## config.mk

```make
export PLATFORM = sky130hd
export DESIGN_NAME = wlan_frame_header_filter
export DESIGN_NICKNAME = d
export VERILOG_FILES = /design/src/wfhf_pkg.sv /design/src/wfhf_cfg_regs.sv /design/src/wfhf_hdr_track.sv /design/src/wlan_frame_header_filter.sv
export SDC_FILE = /design/constraint.sdc
export NUM_CORES = 1
export LEC_CHECK = 0
export BUFFER_PORTS_ARGS = -buffer_cell sky130_fd_sc_hd__buf_2
export CAP_MARGIN = 20
export CORE_UTILIZATION = 58
export CTS_BUF_LIST = sky130_fd_sc_hd__clkbuf_4
export DETAILED_ROUTE_END_ITERATION = 12
export GPL_TIMING_DRIVEN = 1
export PLACE_DENSITY_LB_ADDON = 0.05
export SYNTH_ARGS = -nofsm -noshare
export SYNTH_HDL_FRONTEND = slang
export SYNTH_SLANG_ARGS = --single-unit
```

## constraint.sdc

```tcl
create_clock -name i_clk -period 7.2 [get_ports i_clk]
set_clock_uncertainty 0.15 [all_clocks]
set_input_delay 0.72 -clock i_clk [delete_from_list [all_inputs] [get_ports i_clk]]
set_output_delay 0.72 -clock i_clk [all_outputs]
set_load 0.005 [all_outputs]
```

## src/wfhf_pkg.sv

```systemverilog
package wfhf_pkg;

    // default saturation point of the byte counter
    localparam int MAX_FRAME_DEF = 4096;

    localparam int CFG_IDX_W  = 3;
    localparam int CFG_DATA_W = 48;
    localparam int LEN_W      = 13;
    localparam int FILT_W     = 13;
    localparam int MAC_W      = 48;

    // configuration register indexes
    localparam logic [CFG_IDX_W-1:0] CFG_MIN_LENGTH  = 3'd0;
    localparam logic [CFG_IDX_W-1:0] CFG_MAX_LENGTH  = 3'd1;
    localparam logic [CFG_IDX_W-1:0] CFG_HDR_FILTER  = 3'd2;
    localparam logic [CFG_IDX_W-1:0] CFG_BSSID       = 3'd3;
    localparam logic [CFG_IDX_W-1:0] CFG_SOURCE      = 3'd4;
    localparam logic [CFG_IDX_W-1:0] CFG_DEST        = 3'd5;

    localparam logic [LEN_W-1:0] MIN_LENGTH_RST = 13'd0;
    localparam logic [LEN_W-1:0] MAX_LENGTH_RST = 13'd4096;

    // header layout
    localparam logic [5:0] HDR_LEN_3ADDR = 6'd24;
    localparam logic [5:0] HDR_LEN_4ADDR = 6'd30;
    localparam logic [5:0] QOS_EXTRA     = 6'd2;
    localparam logic [5:0] IV_FLAG_OFS   = 6'd3;
    localparam logic [1:0] FC_TYPE_DATA  = 2'd2;
    localparam logic [1:0] DS_WDS        = 2'd3;
    localparam int         QOS_BIT       = 7;
    localparam int         EXT_IV_BIT    = 5;

    typedef struct packed {
        logic [7:0] frame_byte;
        logic       last_byte;
    } t_in;

    typedef struct packed {
        logic             pass;
        logic [LEN_W-1:0] frame_length;
    } t_out;

    typedef struct packed {
        logic [LEN_W-1:0]  min_length;
        logic [LEN_W-1:0]  max_length;
        logic [FILT_W-1:0] header_field_filter;
        logic [MAC_W-1:0]  bssid_filter;
        logic [MAC_W-1:0]  source_filter;
        logic [MAC_W-1:0]  dest_filter;
    } t_cfg;

    typedef struct packed {
        logic [4:0] ob;
        logic [4:0] os;
        logic [4:0] od;
    } t_offs;

    // address offsets selected by ToDS/FromDS
    function automatic t_offs addr_offsets(input logic [1:0] ds);
        t_offs o;
        unique case (ds)
            2'd0: o = '{ob: 5'd16, os: 5'd10, od: 5'd4};
            2'd1: o = '{ob: 5'd4,  os: 5'd10, od: 5'd16};
            2'd2: o = '{ob: 5'd10, os: 5'd16, od: 5'd4};
            default: o = '{ob: 5'd10, os: 5'd24, od: 5'd16};
        endcase
        return o;
    endfunction

    function automatic logic [5:0] header_len(input logic [15:0] fc);
        logic [5:0] z;
        z = (fc[9:8] == DS_WDS) ? HDR_LEN_4ADDR : HDR_LEN_3ADDR;
        if (fc[QOS_BIT]) begin
            z = z + QOS_EXTRA;
        end
        return z;
    endfunction

    // byte k of an address filter, first byte most significant
    function automatic logic [7:0] filt_byte(input logic [MAC_W-1:0] f, input logic [2:0] k);
        logic [7:0] r;
        unique case (k)
            3'd0: r = f[47:40];
            3'd1: r = f[39:32];
            3'd2: r = f[31:24];
            3'd3: r = f[23:16];
            3'd4: r = f[15:8];
            3'd5: r = f[7:0];
            default: r = 8'h00;
        endcase
        return r;
    endfunction

endpackage

```

## src/wfhf_cfg_regs.sv

```systemverilog
module wfhf_cfg_regs (
    input  logic                               i_clk,
    input  logic                               i_rst_n,
    input  logic                               i_cfg_we,
    input  logic [wfhf_pkg::CFG_IDX_W-1:0]     i_cfg_index,
    input  logic [wfhf_pkg::CFG_DATA_W-1:0]    i_cfg_data,
    output wfhf_pkg::t_cfg                     o_cfg
);
    import wfhf_pkg::*;

    t_cfg r_cfg;

    always_ff @(posedge i_clk) begin
        if (!i_rst_n) begin
            r_cfg.min_length          <= MIN_LENGTH_RST;
            r_cfg.max_length          <= MAX_LENGTH_RST;
            r_cfg.header_field_filter <= '0;
            r_cfg.bssid_filter        <= '0;
            r_cfg.source_filter       <= '0;
            r_cfg.dest_filter         <= '0;
        end else if (i_cfg_we) begin
            unique case (i_cfg_index)
                CFG_MIN_LENGTH: r_cfg.min_length          <= i_cfg_data[LEN_W-1:0];
                CFG_MAX_LENGTH: r_cfg.max_length          <= i_cfg_data[LEN_W-1:0];
                CFG_HDR_FILTER: r_cfg.header_field_filter <= i_cfg_data[FILT_W-1:0];
                CFG_BSSID:      r_cfg.bssid_filter        <= i_cfg_data[MAC_W-1:0];
                CFG_SOURCE:     r_cfg.source_filter       <= i_cfg_data[MAC_W-1:0];
                CFG_DEST:       r_cfg.dest_filter         <= i_cfg_data[MAC_W-1:0];
                default: ;  // drop writes beyond the register list
            endcase
        end
    end

    assign o_cfg = r_cfg;

endmodule

```

## src/wfhf_hdr_track.sv

```systemverilog
module wfhf_hdr_track #(
    parameter int MAX_FRAME = wfhf_pkg::MAX_FRAME_DEF
) (
    input  logic           i_clk,
    input  logic           i_rst_n,
    input  logic           i_step,
    input  wfhf_pkg::t_in  i_item,
    input  wfhf_pkg::t_cfg i_cfg,
    output logic           o_res_valid,
    output wfhf_pkg::t_out o_res
);
    import wfhf_pkg::*;

    localparam int CNT_W = $clog2(MAX_FRAME + 1);
    localparam logic [CNT_W-1:0] CNT_MAX = CNT_W'(MAX_FRAME);
    localparam int EFF_W = 18;

    logic [CNT_W-1:0] r_count, n_count;
    logic [15:0]      r_fc, n_fc;
    logic             r_bssid_ok, n_bssid_ok;
    logic             r_src_ok, n_src_ok;
    logic             r_dst_ok, n_dst_ok;
    logic             r_ext_iv, n_ext_iv;

    logic             take;
    logic [15:0]      fc_new;
    t_offs            offs;
    logic [5:0]       hlen;
    logic [2:0]       ns, nd;
    logic             miss_b, miss_s, miss_d;
    logic             ok_b, ok_s, ok_d, ext_iv;
    logic [CNT_W-1:0] cnt_new;
    logic [3:0]       ext_len;
    logic signed [EFF_W-1:0] eff;
    logic [FILT_W-1:0] f;
    logic             pass;
    logic [31:0]      cnt32;

    // true when the byte at idx falls inside the window and differs from the filter
    function automatic logic win_miss(input logic [CNT_W-1:0] idx, input logic [4:0] base,
                                      input logic [2:0] n, input logic [MAC_W-1:0] flt,
                                      input logic [7:0] b);
        logic [CNT_W-1:0] k;
        logic             hit;
        k   = idx - CNT_W'(base);
        hit = (idx >= CNT_W'(base)) && (idx < CNT_W'(base) + CNT_W'(n));
        return hit && (filt_byte(flt, k[2:0]) != b);
    endfunction

    // bytes that never arrived read as zero: any nonzero filter byte there misses
    function automatic logic fill_miss(input logic [CNT_W-1:0] cnt, input logic [4:0] base,
                                       input logic [2:0] n, input logic [MAC_W-1:0] flt);
        logic m;
        m = 1'b0;
        for (int k = 0; k < 6; k++) begin
            if ((3'(k) < n) && (CNT_W'(base) + CNT_W'(k) >= cnt)
                    && (filt_byte(flt, 3'(k)) != 8'h00)) begin
                m = 1'b1;
            end
        end
        return m;
    endfunction

    always_comb begin
        take   = r_count < CNT_MAX;
        fc_new = r_fc;
        if (take && r_count == '0) begin
            fc_new[7:0] = i_item.frame_byte;
        end else if (take && r_count == CNT_W'(1)) begin
            fc_new[15:8] = i_item.frame_byte;
        end
        offs = addr_offsets(fc_new[9:8]);
        hlen = header_len(fc_new);
        ns   = (i_cfg.source_filter == i_cfg.bssid_filter) ? 3'd5 : 3'd6;
        nd   = (i_cfg.dest_filter == i_cfg.bssid_filter) ? 3'd5 : 3'd6;

        miss_b = take && win_miss(r_count, offs.ob, 3'd6, i_cfg.bssid_filter,
                                  i_item.frame_byte);
        miss_s = take && win_miss(r_count, offs.os, ns, i_cfg.source_filter,
                                  i_item.frame_byte);
        miss_d = take && win_miss(r_count, offs.od, nd, i_cfg.dest_filter,
                                  i_item.frame_byte);
        ok_b   = r_bssid_ok && !miss_b;
        ok_s   = r_src_ok && !miss_s;
        ok_d   = r_dst_ok && !miss_d;
        ext_iv = r_ext_iv || (take && r_count >= CNT_W'(2)
                 && r_count == CNT_W'(hlen + IV_FLAG_OFS)
                 && i_item.frame_byte[EXT_IV_BIT]);
        cnt_new = take ? r_count + CNT_W'(1) : r_count;

        // verdict on the last byte
        f       = i_cfg.header_field_filter;
        ext_len = (fc_new[3:2] == FC_TYPE_DATA) ? 4'(hlen - HDR_LEN_3ADDR) : 4'd0;
        eff     = $signed(EFF_W'(cnt_new)) - $signed(EFF_W'(ext_len));
        pass    = 1'b1;
        if (eff < $signed(EFF_W'(i_cfg.min_length))
                || eff > $signed(EFF_W'(i_cfg.max_length))) begin
            pass = 1'b0;
        end
        if (f[0] && fc_new[3:2] != f[2:1]) begin
            pass = 1'b0;
        end
        if (f[3] && fc_new[6:4] != f[6:4]) begin
            pass = 1'b0;
        end
        if (f[7] && fc_new[8] != f[8]) begin
            pass = 1'b0;
        end
        if (f[9] && fc_new[9] != f[10]) begin
            pass = 1'b0;
        end
        if (f[11] && fc_new[14] != f[12]) begin
            pass = 1'b0;
        end
        // TKIP extended IV on a protected data frame
        if (f[0] && f[2:1] == FC_TYPE_DATA && f[11] && f[12] && ext_iv) begin
            pass = 1'b0;
        end
        if (i_cfg.bssid_filter != '0 && (!ok_b
                || fill_miss(cnt_new, offs.ob, 3'd6, i_cfg.bssid_filter))) begin
            pass = 1'b0;
        end
        if (i_cfg.source_filter != '0 && (!ok_s
                || fill_miss(cnt_new, offs.os, ns, i_cfg.source_filter))) begin
            pass = 1'b0;
        end
        if (i_cfg.dest_filter != '0 && (!ok_d
                || fill_miss(cnt_new, offs.od, nd, i_cfg.dest_filter))) begin
            pass = 1'b0;
        end
        cnt32 = 32'(cnt_new);

        n_count    = r_count;
        n_fc       = r_fc;
        n_bssid_ok = r_bssid_ok;
        n_src_ok   = r_src_ok;
        n_dst_ok   = r_dst_ok;
        n_ext_iv   = r_ext_iv;
        if (i_step) begin
            if (i_item.last_byte) begin
                n_count    = '0;
                n_fc       = '0;
                n_bssid_ok = 1'b1;
                n_src_ok   = 1'b1;
                n_dst_ok   = 1'b1;
                n_ext_iv   = 1'b0;
            end else begin
                n_count    = cnt_new;
                n_fc       = fc_new;
                n_bssid_ok = ok_b;
                n_src_ok   = ok_s;
                n_dst_ok   = ok_d;
                n_ext_iv   = ext_iv;
            end
        end
    end

    always_ff @(posedge i_clk) begin
        if (!i_rst_n) begin
            r_count    <= '0;
            r_fc       <= '0;
            r_bssid_ok <= 1'b1;
            r_src_ok   <= 1'b1;
            r_dst_ok   <= 1'b1;
            r_ext_iv   <= 1'b0;
        end else begin
            r_count    <= n_count;
            r_fc       <= n_fc;
            r_bssid_ok <= n_bssid_ok;
            r_src_ok   <= n_src_ok;
            r_dst_ok   <= n_dst_ok;
            r_ext_iv   <= n_ext_iv;
        end
    end

    assign o_res_valid        = i_step && i_item.last_byte;
    assign o_res.pass         = pass;
    assign o_res.frame_length = cnt32[LEN_W-1:0];

    a_count_bounded: assert property (@(posedge i_clk) disable iff (!i_rst_n)
        r_count <= CNT_MAX)
        else $error("byte count beyond saturation");

    a_clear_after_last: assert property (@(posedge i_clk) disable iff (!i_rst_n)
        i_step && i_item.last_byte |=> r_count == '0 && r_bssid_ok && r_src_ok
            && r_dst_ok && !r_ext_iv)
        else $error("frame state not cleared after verdict");

    a_count_advance: assert property (@(posedge i_clk) disable iff (!i_rst_n)
        i_step && !i_item.last_byte && r_count < CNT_MAX
            |=> r_count == $past(r_count) + CNT_W'(1))
        else $error("byte count did not advance");

endmodule

```

## src/wlan_frame_header_filter.sv

```systemverilog
// 802.11 frame header filter.
// Input channel: one frame byte per request (frame_byte, last_byte), with
// i_in_valid / o_in_stall. Output channel: one verdict per frame (pass,
// frame_length), with o_out_valid / i_out_stall, issued for the request that
// carries last_byte. Other bytes produce no output.
// Configuration: plain write port (i_cfg_we, i_cfg_index, i_cfg_data); write
// only while no frame is in flight. Unknown indexes are dropped.
// Path: a last byte passes through two register stages, the input register
// and then the result register, before its verdict shows on o_out_valid.
// Throughput: one byte per cycle unless the receiver stalls; all per-byte
// compares and the verdict sit between the input and result registers.
// Reset (synchronous, active low) restores the register defaults and clears
// the frame state; no result is pending afterwards.
// When the receiver stalls a pending verdict, the byte in the input register
// holds and o_in_stall rises; the input side is held off only while both
// registers are occupied.
module wlan_frame_header_filter #(
    parameter int MAX_FRAME = wfhf_pkg::MAX_FRAME_DEF
) (
    input  logic                            i_clk,
    input  logic                            i_rst_n,
    input  logic                            i_in_valid,
    output logic                            o_in_stall,
    input  wfhf_pkg::t_in                   i_in_data,
    output logic                            o_out_valid,
    input  logic                            i_out_stall,
    output wfhf_pkg::t_out                  o_out_data,
    input  logic                            i_cfg_we,
    input  logic [wfhf_pkg::CFG_IDX_W-1:0]  i_cfg_index,
    input  logic [wfhf_pkg::CFG_DATA_W-1:0] i_cfg_data
);
    import wfhf_pkg::*;

    t_cfg cfg;
    logic r_in_valid, n_in_valid;
    t_in  r_in;
    logic r_out_valid, n_out_valid;
    t_out r_out;
    logic out_hold;
    logic stage_adv;
    logic in_take;
    logic res_valid;
    t_out res;

    wfhf_cfg_regs u_cfg (
        .i_clk       (i_clk),
        .i_rst_n     (i_rst_n),
        .i_cfg_we    (i_cfg_we),
        .i_cfg_index (i_cfg_index),
        .i_cfg_data  (i_cfg_data),
        .o_cfg       (cfg)
    );

    wfhf_hdr_track #(
        .MAX_FRAME (MAX_FRAME)
    ) u_track (
        .i_clk       (i_clk),
        .i_rst_n     (i_rst_n),
        .i_step      (stage_adv),
        .i_item      (r_in),
        .i_cfg       (cfg),
        .o_res_valid (res_valid),
        .o_res       (res)
    );

    always_comb begin
        out_hold    = r_out_valid && i_out_stall;
        stage_adv   = r_in_valid && !out_hold;
        o_in_stall  = r_in_valid && out_hold;
        in_take     = i_in_valid && !o_in_stall;
        n_in_valid  = in_take || (r_in_valid && out_hold);
        n_out_valid = out_hold || res_valid;
    end

    always_ff @(posedge i_clk) begin
        if (!i_rst_n) begin
            r_in_valid  <= 1'b0;
            r_out_valid <= 1'b0;
        end else begin
            r_in_valid  <= n_in_valid;
            r_out_valid <= n_out_valid;
        end
    end

    always_ff @(posedge i_clk) begin
        if (in_take) begin
            r_in <= i_in_data;
        end
        if (!out_hold) begin
            r_out <= res;
        end
    end

    assign o_out_valid = r_out_valid;
    assign o_out_data  = r_out;

    a_no_step_on_hold: assert property (@(posedge i_clk) disable iff (!i_rst_n)
        out_hold |-> !stage_adv)
        else $error("byte processed while verdict held");

    a_stall_needs_item: assert property (@(posedge i_clk) disable iff (!i_rst_n)
        o_in_stall |-> r_in_valid && r_out_valid)
        else $error("input stalled with a free stage");

    a_out_held: assert property (@(posedge i_clk) disable iff (!i_rst_n)
        o_out_valid && i_out_stall |=> o_out_valid && $stable(o_out_data))
        else $error("stalled verdict changed");

endmodule
```

==> run_results.csv, run 1 <==
group,metric,value,unit
setup_path,cp.required,7.64,ns
floorplanning,design.core.area,24500,sq um
status,status,"completed",
clock_network,cts.repair.resized,0,
synthesis,async_reset_ff_share,0,%
sta,grt_setup_unrepaired,"no",
synthesis,synth_cell_types,77,
pwr,max-vdd-ir-drop,0.150,mV
detailed_routing,wirelength,50200,um
synthesis,synth_ff_type,"dfxtp_1",
placement,dp_cells,2088,
setup_path,cp-start-kind,"register",
detailed_routing,drtAntennaViolNets,0,
floorplanning,fp.dieArea,25700,sq um
sta,report.final.slew_viol_count,0,
floorplanning,die_h,160,um
synthesis,synthesis.area,14500,sq um
clock_network,tritoncts,"built",
detailed_routing,drc_errors,0,
clock_network,htreeDepth,2,
clock_network,cts.sinks,234,
sta,tns,0,ns
sta,relSlewSlack,27.0,%
floorplanning,initial_core_util,59.4,%
setup_path,arrival,7.02,ns
detailed_routing,vias_per_cell,6.22,
synthesis,synth_fp_nets,1918,
placement,place_congestion,0.995,
final_layout,final_cells,2189,
synthesis,post-synth-top-area-cell,"dfxtp_1",
global_route,grt_pass1_vias,13016,
synthesis,ys_top_cells_by_area,"dfxtp_1, nand2_1, a21boi_0",
synthesis,ys_ff_latch,234,
floorplanning,die_width,160,um
detailed_routing,first_pass_iters,9,
clock_network,clk_pin_slew,0.07,ns
pwr,leakagePower,0.00618,uW
global_route,grt_pass1_wl,76500,um
setup_path,path_class,"register to register",
clock_network,cts_buffer_depth,3,
sta,final_hold_viol_count,0,
synthesis,synth_cells,1772,
final_layout,drive_gt1_share,12.4,%
clock_network,root_buffer,"clkbuf_4",
detailed_routing,vias,13605,
clock_network,hold_buffers,0,
sta,period_minus_slack,6.59,ns
synthesis,synth_common_cells,"nand2_1, dfxtp_1, a21boi_0, clkbuf_1, xnor2_1",
detailed_routing,routedWlPerCell,23.0,um
final_layout,area_delta_synth_final,8.93,%
placement,dp_hpwl,37100,um
pwr,power.density,183,nW/um^2
sta,post-route-period-util,91.5,%
placement,place_area,15100,sq um
clock_network,insertion_delay,0.72,ns
synthesis,synth_edf_count,23,
synthesis,synth_top_area_share,29.1,%
synthesis,avgSynthCellArea,8.20,sq um
job,cap_violations,0,
global_route,gr-total-overflow,0,
pwr,fin_total_pwr,2900,uW
final_layout,final_nets,1973,
sta,tightest_slew,1.09,ns
floorplanning,row_count,57,
global_route,antenna_found_initial,1,
global_route,grt_max_degree,134,
sta,setup_viol,0,
clock_network,cts_inserted_buffers,61,
synthesis,synth.most_common_cell,"nand2_1",
sta,clock.fmax,0.152,GHz
synthesis,ys.warnings.count,0,
min_path,hold_path.class,"input port to register",
setup_path,critPathCaptureType,"register",
final_layout,design_area,15800,sq um
clock_network,postCtsSetupRepairBufs,0,
setup_path,critPathMaxFanout,18,
global_route,grt_use_total,38.9,%
synthesis,synth-seq-area-share,33.8,%
detailed_routing,drt-initial-drc-count,1333,
floorplanning,io-pin-count,81,
placement,io_buffers,80,
## logic make-up (layout without fill, tap and decap cells)
family / count (synthesis) / in the layout / share of synthesized area, %
other cells: 0 / 1 / 0
mux: 53 / 53 / 4.36
flops: 234 / 234 / 33.8
fa+ha+maj: 81 / 81 / 7.07
compound gates: 401 / 401 / 19.7
simple gates: 686 / 686 / 21.7
buf+inv: 171 / 263 / 4.53
xor+xnor: 146 / 146 / 8.80
## metrics by stage
stage / hold WS (ns) / utilization (%) / worst slack, ns
floorplan: 0.287 / - / 0.222
global placement: 0.304 / 61.8 / 0.850
detailed placement: 0.305 / 61.8 / 0.770
CTS: 0.0000708 / 64.7 / 0.719
global route: 0.00193 / 64.7 / 0.269
finish: 0.0244 / 64.7 / 0.615
## registers in the layout (all words and copies together) (netlist names)
signal and cells:
u_track.r_ext_iv 1, o_out_valid 1, u_track.r_dst_ok 1, r_in_valid 1, u_track.r_count 13, u_track.r_bssid_ok 1, r_in 9, o_out_data 14
u_cfg.o_cfg 183, u_track.r_src_ok 1, u_track.r_fc 9
## path summary, 6_finish.rpt
check | from | to | slack [ns] | cells past startpoint
worst min-delay path | i_in_data[4] | r_in[4]$_DFFE_PP_ | 0.02 | 1
worst max register to register | u_track.r_count[0]$_SDFFE_PN0P_ | o_out_data[13]$_SDFFCE_PP0N_ | 0.61 | 25
worst max-delay path | u_track.r_count[0]$_SDFFE_PN0P_ | o_out_data[13]$_SDFFCE_PP0N_ | 0.61 | 25
worst min register to register | u_cfg.o_cfg[160]$_SDFFE_PN0P_ | u_cfg.o_cfg[160]$_SDFFE_PN0P_ | 0.32 | 2
## layer usage
layer	vias to the layer above	global-route usage, %	share of wire [%]
li1	6337	-	-
met1	6411	48.9	40
met2	679	63.0	46
met3	178	6.92	7.8
met4	0	22.0	5.8
met5	-	0	0
## critical path: stages, from the launching register on
cell,delay (ns)
dfxtp_2,0.39
inv_1,0.08
ha_1,0.45
or3b_2,0.58
nor4_4,0.14
buf_4,0.21
mux2i_1,0.39
inv_1,0.08
ha_1,0.27
inv_1,0.11
and2_1,0.14
ha_1,0.14
inv_1,0.06
a21o_1,0.16
a21o_1,0.21
or3_1,0.38
or3_1,0.37
xnor2_1,0.20
ha_1,0.27
nor2b_1,0.13
o21ai_0,0.15
a21oi_1,0.08
a2111oi_0,0.48
o211ai_1,0.16
a2111oi_2,0.44
and3_1,0.22
## report_power, final
part	total (uW)	leakage, uW	switching, uW	internal (uW)
combinational	380	0.00378	228	152
clock	1120	0.000432	556	562
sequential	1400	0.00196	55.4	1340
## cells in the final DEF (no fill, tap or decap), types with 9 or more instances in the layout
master / instances
a2111oi_0: 9
a21boi_0: 187
a21o_1: 11
a21oi_1: 42
a22oi_1: 28
a31oi_1: 14
and3_1: 9
buf_2: 79
buf_4: 19
clkbuf_4: 82
clkinv_1: 11
dfxtp_1: 210
edfxtp_1: 23
ha_1: 79
inv_1: 63
mux2_2: 15
mux2i_1: 30
nand2_1: 435
nand3_1: 18
nand3b_1: 10
nand4_1: 25
nor2_1: 35
nor2b_1: 30
nor3_1: 12
nor4_1: 57
o211ai_1: 10
o21ai_0: 41
xnor2_1: 84
xor2_1: 62
## cell type report
type	count	area [sq um]
fill	2163	8630
multi-input combinational	1367	9000
clock inverter	18	113
antenna	1	2.50
tap	324	405
inverter	65	244
timing repair buffer	98	538
sequential	234	4920
clock buffer	82	616
No activity file was read; power rests on OpenSTA's default activity.
==> run 2, diff against run 1 <==
--- a/config.mk
+++ b/config.mk
@@ -12,6 +12,7 @@
 export DETAILED_ROUTE_END_ITERATION = 12
 export GPL_TIMING_DRIVEN = 1
 export PLACE_DENSITY_LB_ADDON = 0.05
+export REMOVE_ABC_BUFFERS = 1
 export SYNTH_ARGS = -nofsm -noshare
 export SYNTH_HDL_FRONTEND = slang
 export SYNTH_SLANG_ARGS = --single-unit
==> run_results.csv, run 2 (same netlist as run 1, synthesis figures left out) <==
group,metric,value,unit
pwr,leakagePower,0.00621,uW
job,cap_violations,0,
placement,dp_hpwl,36100,um
setup_path,path_class,"register to register",
global_route,grt_pass1_vias,13017,
setup_path,cp_common_cell,"ha_1",
clock_network,cts_inserted_buffers,60,
setup_path,worst_path_max_delay_cell,"dfxtp_2",
setup_path,critPathCaptureType,"register",
sta,clock.fmax,0.152,GHz
global_route,use_met3,6.02,%
sta,post-route-period-util,91.4,%
clock_network,postCtsSetupRepairBufs,0,
setup_path,arrival,7.01,ns
sta,timing.final.ws_setup,0.617,ns
final_layout,final_nets,1979,
detailed_routing,routedWlPerCell,22.3,um
final_layout,largest_reg_flops,183,
final_layout,layout_commonest_cell,"nand2_1",
detailed_routing,vias,13473,
sta,tns,0,ns
clock_network,tritoncts,"built",
final_layout,regArea,4920,sq um
setup_path,critPathMaxFanout,18,
floorplanning,fp.dieArea,25700,sq um
global_route,grt_max_degree,166,
final_layout,most-common-layout-cells,"nand2_1, dfxtp_1, a21boi_0",
detailed_routing,drtAntennaViolNets,0,
global_route,antenna_found_initial,1,
final_layout,drive_gt1_share,12.6,%
setup_path,worstPathCellList,"ha_1 > or3b_2 > nor4_4 > buf_4 > mux2i_1 > inv_1 > ha_1 > inv_1 > and2_1 > ha_1 > inv_1 > a21o_1 > a21o_1 > or3_1 > or3_1 > xnor2_1 > ha_1 > nor2b_1 > o21ai_0 > a21oi_1 > a2111oi_0 > o211ai_1 > a2111oi_2 > and3_1",
clock_network,clk_pin_slew,0.07,ns
final_layout,multi_input_area,9000,sq um
clock_network,insertion_delay,0.72,ns
floorplanning,row_count,57,
sta,setup_viol,0,
clock_network,cts_buffer_depth,3,
pwr,max-vdd-ir-drop,0.184,mV
min_path,hold_path.class,"input port to register",
floorplanning,die_h,160,um
clock_network,hold_buffers,2,
clock_network,root_buffer,"clkbuf_4",
global_route,grt_pass1_wl,75400,um
clock_network,htreeDepth,2,
global_route,gr-total-overflow,0,
sta,tightest_slew,0.929,ns
placement,place_congestion,1.04,
setup_path,cp.required,7.63,ns
detailed_routing,drt-initial-drc-count,1525,
final_layout,n_fill_cell,2187,
floorplanning,io-pin-count,81,
global_route,grtUsageMet1,48.1,%
sta,grt_setup_unrepaired,"no",
sta,final_hold_viol_count,0,
global_route,grt_busiest_layer,"met2",
global_route,use_met2,61.6,%
clock_network,cts.repair.resized,0,
sta,period_minus_slack,6.58,ns
detailed_routing,first_pass_iters,8,
detailed_routing,wirelength,48800,um
setup_path,cp-start-kind,"register",
placement,dp_slack,0.718,ns
floorplanning,design.core.area,24500,sq um
final_layout,area_delta_synth_final,9.27,%
sta,relSlewSlack,37.6,%
status,status,"completed",
placement,io_buffers,80,
detailed_routing,vias_per_cell,6.14,
setup_path,cpPeakStageDelay,0.55,ns
floorplanning,initial_core_util,59.4,%
clock_network,cts.sinks,234,
floorplanning,die_width,160,um
sta,report.final.slew_viol_count,0,
detailed_routing,drc_errors,0,
pwr,power.density,181,nW/um^2
global_route,grt_use_total,38.1,%
==> run 2: metrics by stage <==
| step | instances | util, % | total power (uW) | hold WS, ns | instance area, sq um |
|---|---|---|---|---|---|
| detailed placement | 2093 | 61.9 | 1790 | 0.305 | 15200 |
| global placement | 2093 | 61.9 | 1790 | 0.302 | 15200 |
| CTS | 2193 | 64.9 | 2880 | 0.000392 | 15900 |
| global route | 2194 | 64.9 | 2990 | 0.00780 | 15900 |
| floorplan | 1666 | - | 1630 | 0.287 | 14100 |
| finish | 2194 | 64.9 | 2870 | 0.0426 | 15900 |
==> run 2: layout make-up <==
type / instances / share of cell area, %
antenna: 1 / 0.0158
clock buffer: 87 / 4.11
clock inverter: 11 / 0.370
inverter: 65 / 1.54
multi-input combinational: 1367 / 56.6
sequential: 234 / 30.9
tap: 324 / 2.55
timing repair buffer: 105 / 3.83
==> run 2: worst paths after layout <==
check                                  start                       endpoint  slack [ns]  cells after the start
max          u_track.r_count[0]$_SDFFE_PN0P_   o_out_data[13]$_SDFFCE_PP0N_        0.62                     24
max reg2reg  u_track.r_count[0]$_SDFFE_PN0P_   o_out_data[13]$_SDFFCE_PP0N_        0.62                     24
min                             i_in_data[3]              r_in[3]$_DFFE_PP_        0.04                      1
min reg2reg    u_cfg.o_cfg[175]$_SDFFE_PN0P_  u_cfg.o_cfg[175]$_SDFFE_PN0P_        0.31                      2
==> run 2: power breakdown <==
group	switching, uW	internal (uW)
Sequential	52.0	1340
Clock	546	550
Combinational	230	154
Total	828	2050
==> run 2: routing by layer <==
metal  share of wire (%)  wire length, um
met1                  41            19900
met5                   0                0
met2                  46            22400
met3                 7.2             3520
met4                 6.0             2930
==> run 2: worst max-delay path, delay by kind of cell (launching register included) <==
family,cells,cell delay (ns)
buf+inv,4,0.46
fa+ha+maj,4,1.21
xor+xnor,1,0.20
simple gates,7,1.91
flops,1,0.55
compound gates,7,1.55
mux,1,0.41
==> run 3, diff against run 2 <==
--- a/config.mk
+++ b/config.mk
@@ -5,9 +5,10 @@
 export SDC_FILE = /design/constraint.sdc
 export NUM_CORES = 1
 export LEC_CHECK = 0
+export ABC_AREA = 0
 export BUFFER_PORTS_ARGS = -buffer_cell sky130_fd_sc_hd__buf_2
 export CAP_MARGIN = 20
-export CORE_UTILIZATION = 58
+export CORE_UTILIZATION = 63
 export CTS_BUF_LIST = sky130_fd_sc_hd__clkbuf_4
 export DETAILED_ROUTE_END_ITERATION = 12
 export GPL_TIMING_DRIVEN = 1
==> constraint.sdc (replaced) <==
create_clock -name i_clk -period 8.1 [get_ports i_clk]
set_clock_uncertainty 0.15 [all_clocks]
set_input_delay 0.81 -clock i_clk [delete_from_list [all_inputs] [get_ports i_clk]]
set_output_delay 0.81 -clock i_clk [all_outputs]
set_load 0.005 [all_outputs]
==> run_results.csv, run 3 (same netlist as run 1, synthesis figures left out) <==
group,metric,value,unit
detailed_routing,drtAntennaViolNets,0,
sta,setup_viol,0,
sta,post-route-period-util,86.1,%
pwr,power.density,163,nW/um^2
clock_network,clk_pin_slew,0.07,ns
detailed_routing,drc_errors,0,
pwr,leakagePower,0.00621,uW
setup_path,critPathCaptureType,"register",
sta,whs,0.0970,ns
floorplanning,design.core.area,22600,sq um
sta,tns,0,ns
setup_path,critPathMaxFanout,18,
status,status,"completed",
final_layout,most-common-layout-cells,"nand2_1, dfxtp_1, a21boi_0",
clock_network,tritoncts,"built",
sta,final_hold_viol_count,0,
setup_path,cp-start-kind,"register",
final_layout,drive_gt1_share,12.4,%
sta,report.final.slew_viol_count,0,
placement,io_buffers,80,
clock_network,postCtsSetupRepairBufs,0,
detailed_routing,first_pass_iters,6,
global_route,grt_pass1_wl,74300,um
clock_network,htreeDepth,2,
sta,grt_setup_unrepaired,"no",
sta,tightest_slew,0.967,ns
min_path,hold_path.class,"input port to register",
detailed_routing,routedWlPerCell,22.3,um
setup_path,path_class,"register to register",
final_layout,area_delta_synth_final,9.01,%
global_route,grt_use_total,41.0,%
setup_path,arrival,7.40,ns
detailed_routing,drt-initial-drc-count,1316,
global_route,grt_max_degree,115,
detailed_routing,vias_per_cell,6.33,
setup_path,cp.required,8.53,ns
sta,relSlewSlack,34.9,%
final_layout,final_nets,1974,
clock_network,cts_inserted_buffers,60,
floorplanning,io-pin-count,81,
clock_network,cts_buffer_depth,3,
clock_network,insertion_delay,0.74,ns
final_layout,design_area,15800,sq um
clock_network,root_buffer,"clkbuf_4",
global_route,antenna_found_initial,1,
sta,period_minus_slack,6.97,ns
final_layout,largest_reg_flops,183,
floorplanning,initial_core_util,64.2,%
floorplanning,die_h,154,um
final_layout,final_cells,2158,
detailed_routing,vias,13658,
floorplanning,fp.dieArea,23700,sq um
clock_network,cts.sinks,234,
global_route,grt_pass1_vias,12994,
sta,timing.final.ws_setup,1.13,ns
clock_network,cts.repair.resized,0,
floorplanning,die_width,154,um
detailed_routing,wirelength,48200,um
floorplanning,row_count,55,
placement,dp_hpwl,36000,um
placement,place_area,15100,sq um
pwr,max-vdd-ir-drop,0.155,mV
placement,place_congestion,1.07,
global_route,gr-total-overflow,0,
placement,dp_cells,2051,
final_layout,layout_commonest_cell,"nand2_1",
placement,dp_slack,1.21,ns
job,cap_violations,0,
sta,clock.fmax,0.143,GHz
clock_network,hold_buffers,0,
## run 3: cell types whose count changed in the layout (fill, tap and decap cells not counted), sizes merged
cell / before / now
clkinv: 10 / 20
bufinv: 0 / 1
clkbuf: 87 / 84
dlygate4sd3: 2 / 0
buf: 103 / 100
## run 3: final timing paths
check | cells past startpoint | startpoint | endpoint | slack, ns
worst max register to register | 24 | u_track.r_count[1]$_SDFFE_PN0P_ | o_out_data[13]$_SDFFCE_PP0N_ | 1.13
worst min register to register | 2 | u_cfg.o_cfg[158]$_SDFFE_PN0P_ | u_cfg.o_cfg[158]$_SDFFE_PN0P_ | 0.32
worst min-delay path | 1 | i_in_data[7] | r_in[7]$_DFFE_PP_ | 0.1
worst max-delay path | 24 | u_track.r_count[1]$_SDFFE_PN0P_ | o_out_data[13]$_SDFFCE_PP0N_ | 1.13
## run 3: per-layer routing
| metal | routed length [um] | vias up | GRT usage (%) |
|---|---|---|---|
| li1 | - | 6339 | - |
| met1 | 19000 | 6479 | 49.4 |
| met2 | 22600 | 655 | 68.4 |
| met3 | 3500 | 185 | 7.05 |
| met4 | 3100 | 0 | 25.0 |
| met5 | 0 | - | 0 |
## run 3: cell type report
class	instances	area, sq um
clock inverters	22	123
diodes	1	2.50
repair buffers	100	578
well taps	285	357
flip-flops and latches	234	4920
multi-input cells	1367	9000
inverters	65	244
clock buffers	84	631
fillers	1879	6790
## run 3: where the power goes
| group | switching (uW) | internal (uW) | leakage [uW] |
|---|---|---|---|
| clock | 497 | 511 | 0.000444 |
| combinational | 209 | 136 | 0.00380 |
| sequential | 43.6 | 1190 | 0.00196 |
## run 3: through the flow
step	util [%]	power [uW]
global route	70.0	2690
global placement	66.5	1590
CTS	70.0	2590
finish	70.0	2590
floorplan	-	1440
detailed placement	66.7	1600
## run 3: worst max-delay path: stages, from the launching register on
cell,delay [ns]
dfxtp_1,0.57
inv_1,0.18
ha_1,0.45
or3b_2,0.57
nor4_4,0.45
mux2i_1,0.47
inv_1,0.11
ha_1,0.30
inv_1,0.09
and2_1,0.13
ha_1,0.13
inv_1,0.06
a21o_1,0.15
a21o_1,0.20
or3_1,0.38
or3_1,0.37
xnor2_1,0.24
ha_1,0.29
nor2b_1,0.13
o21ai_0,0.16
a21oi_1,0.10
a2111oi_0,0.43
o211ai_1,0.15
a2111oi_2,0.35
and3_1,0.19
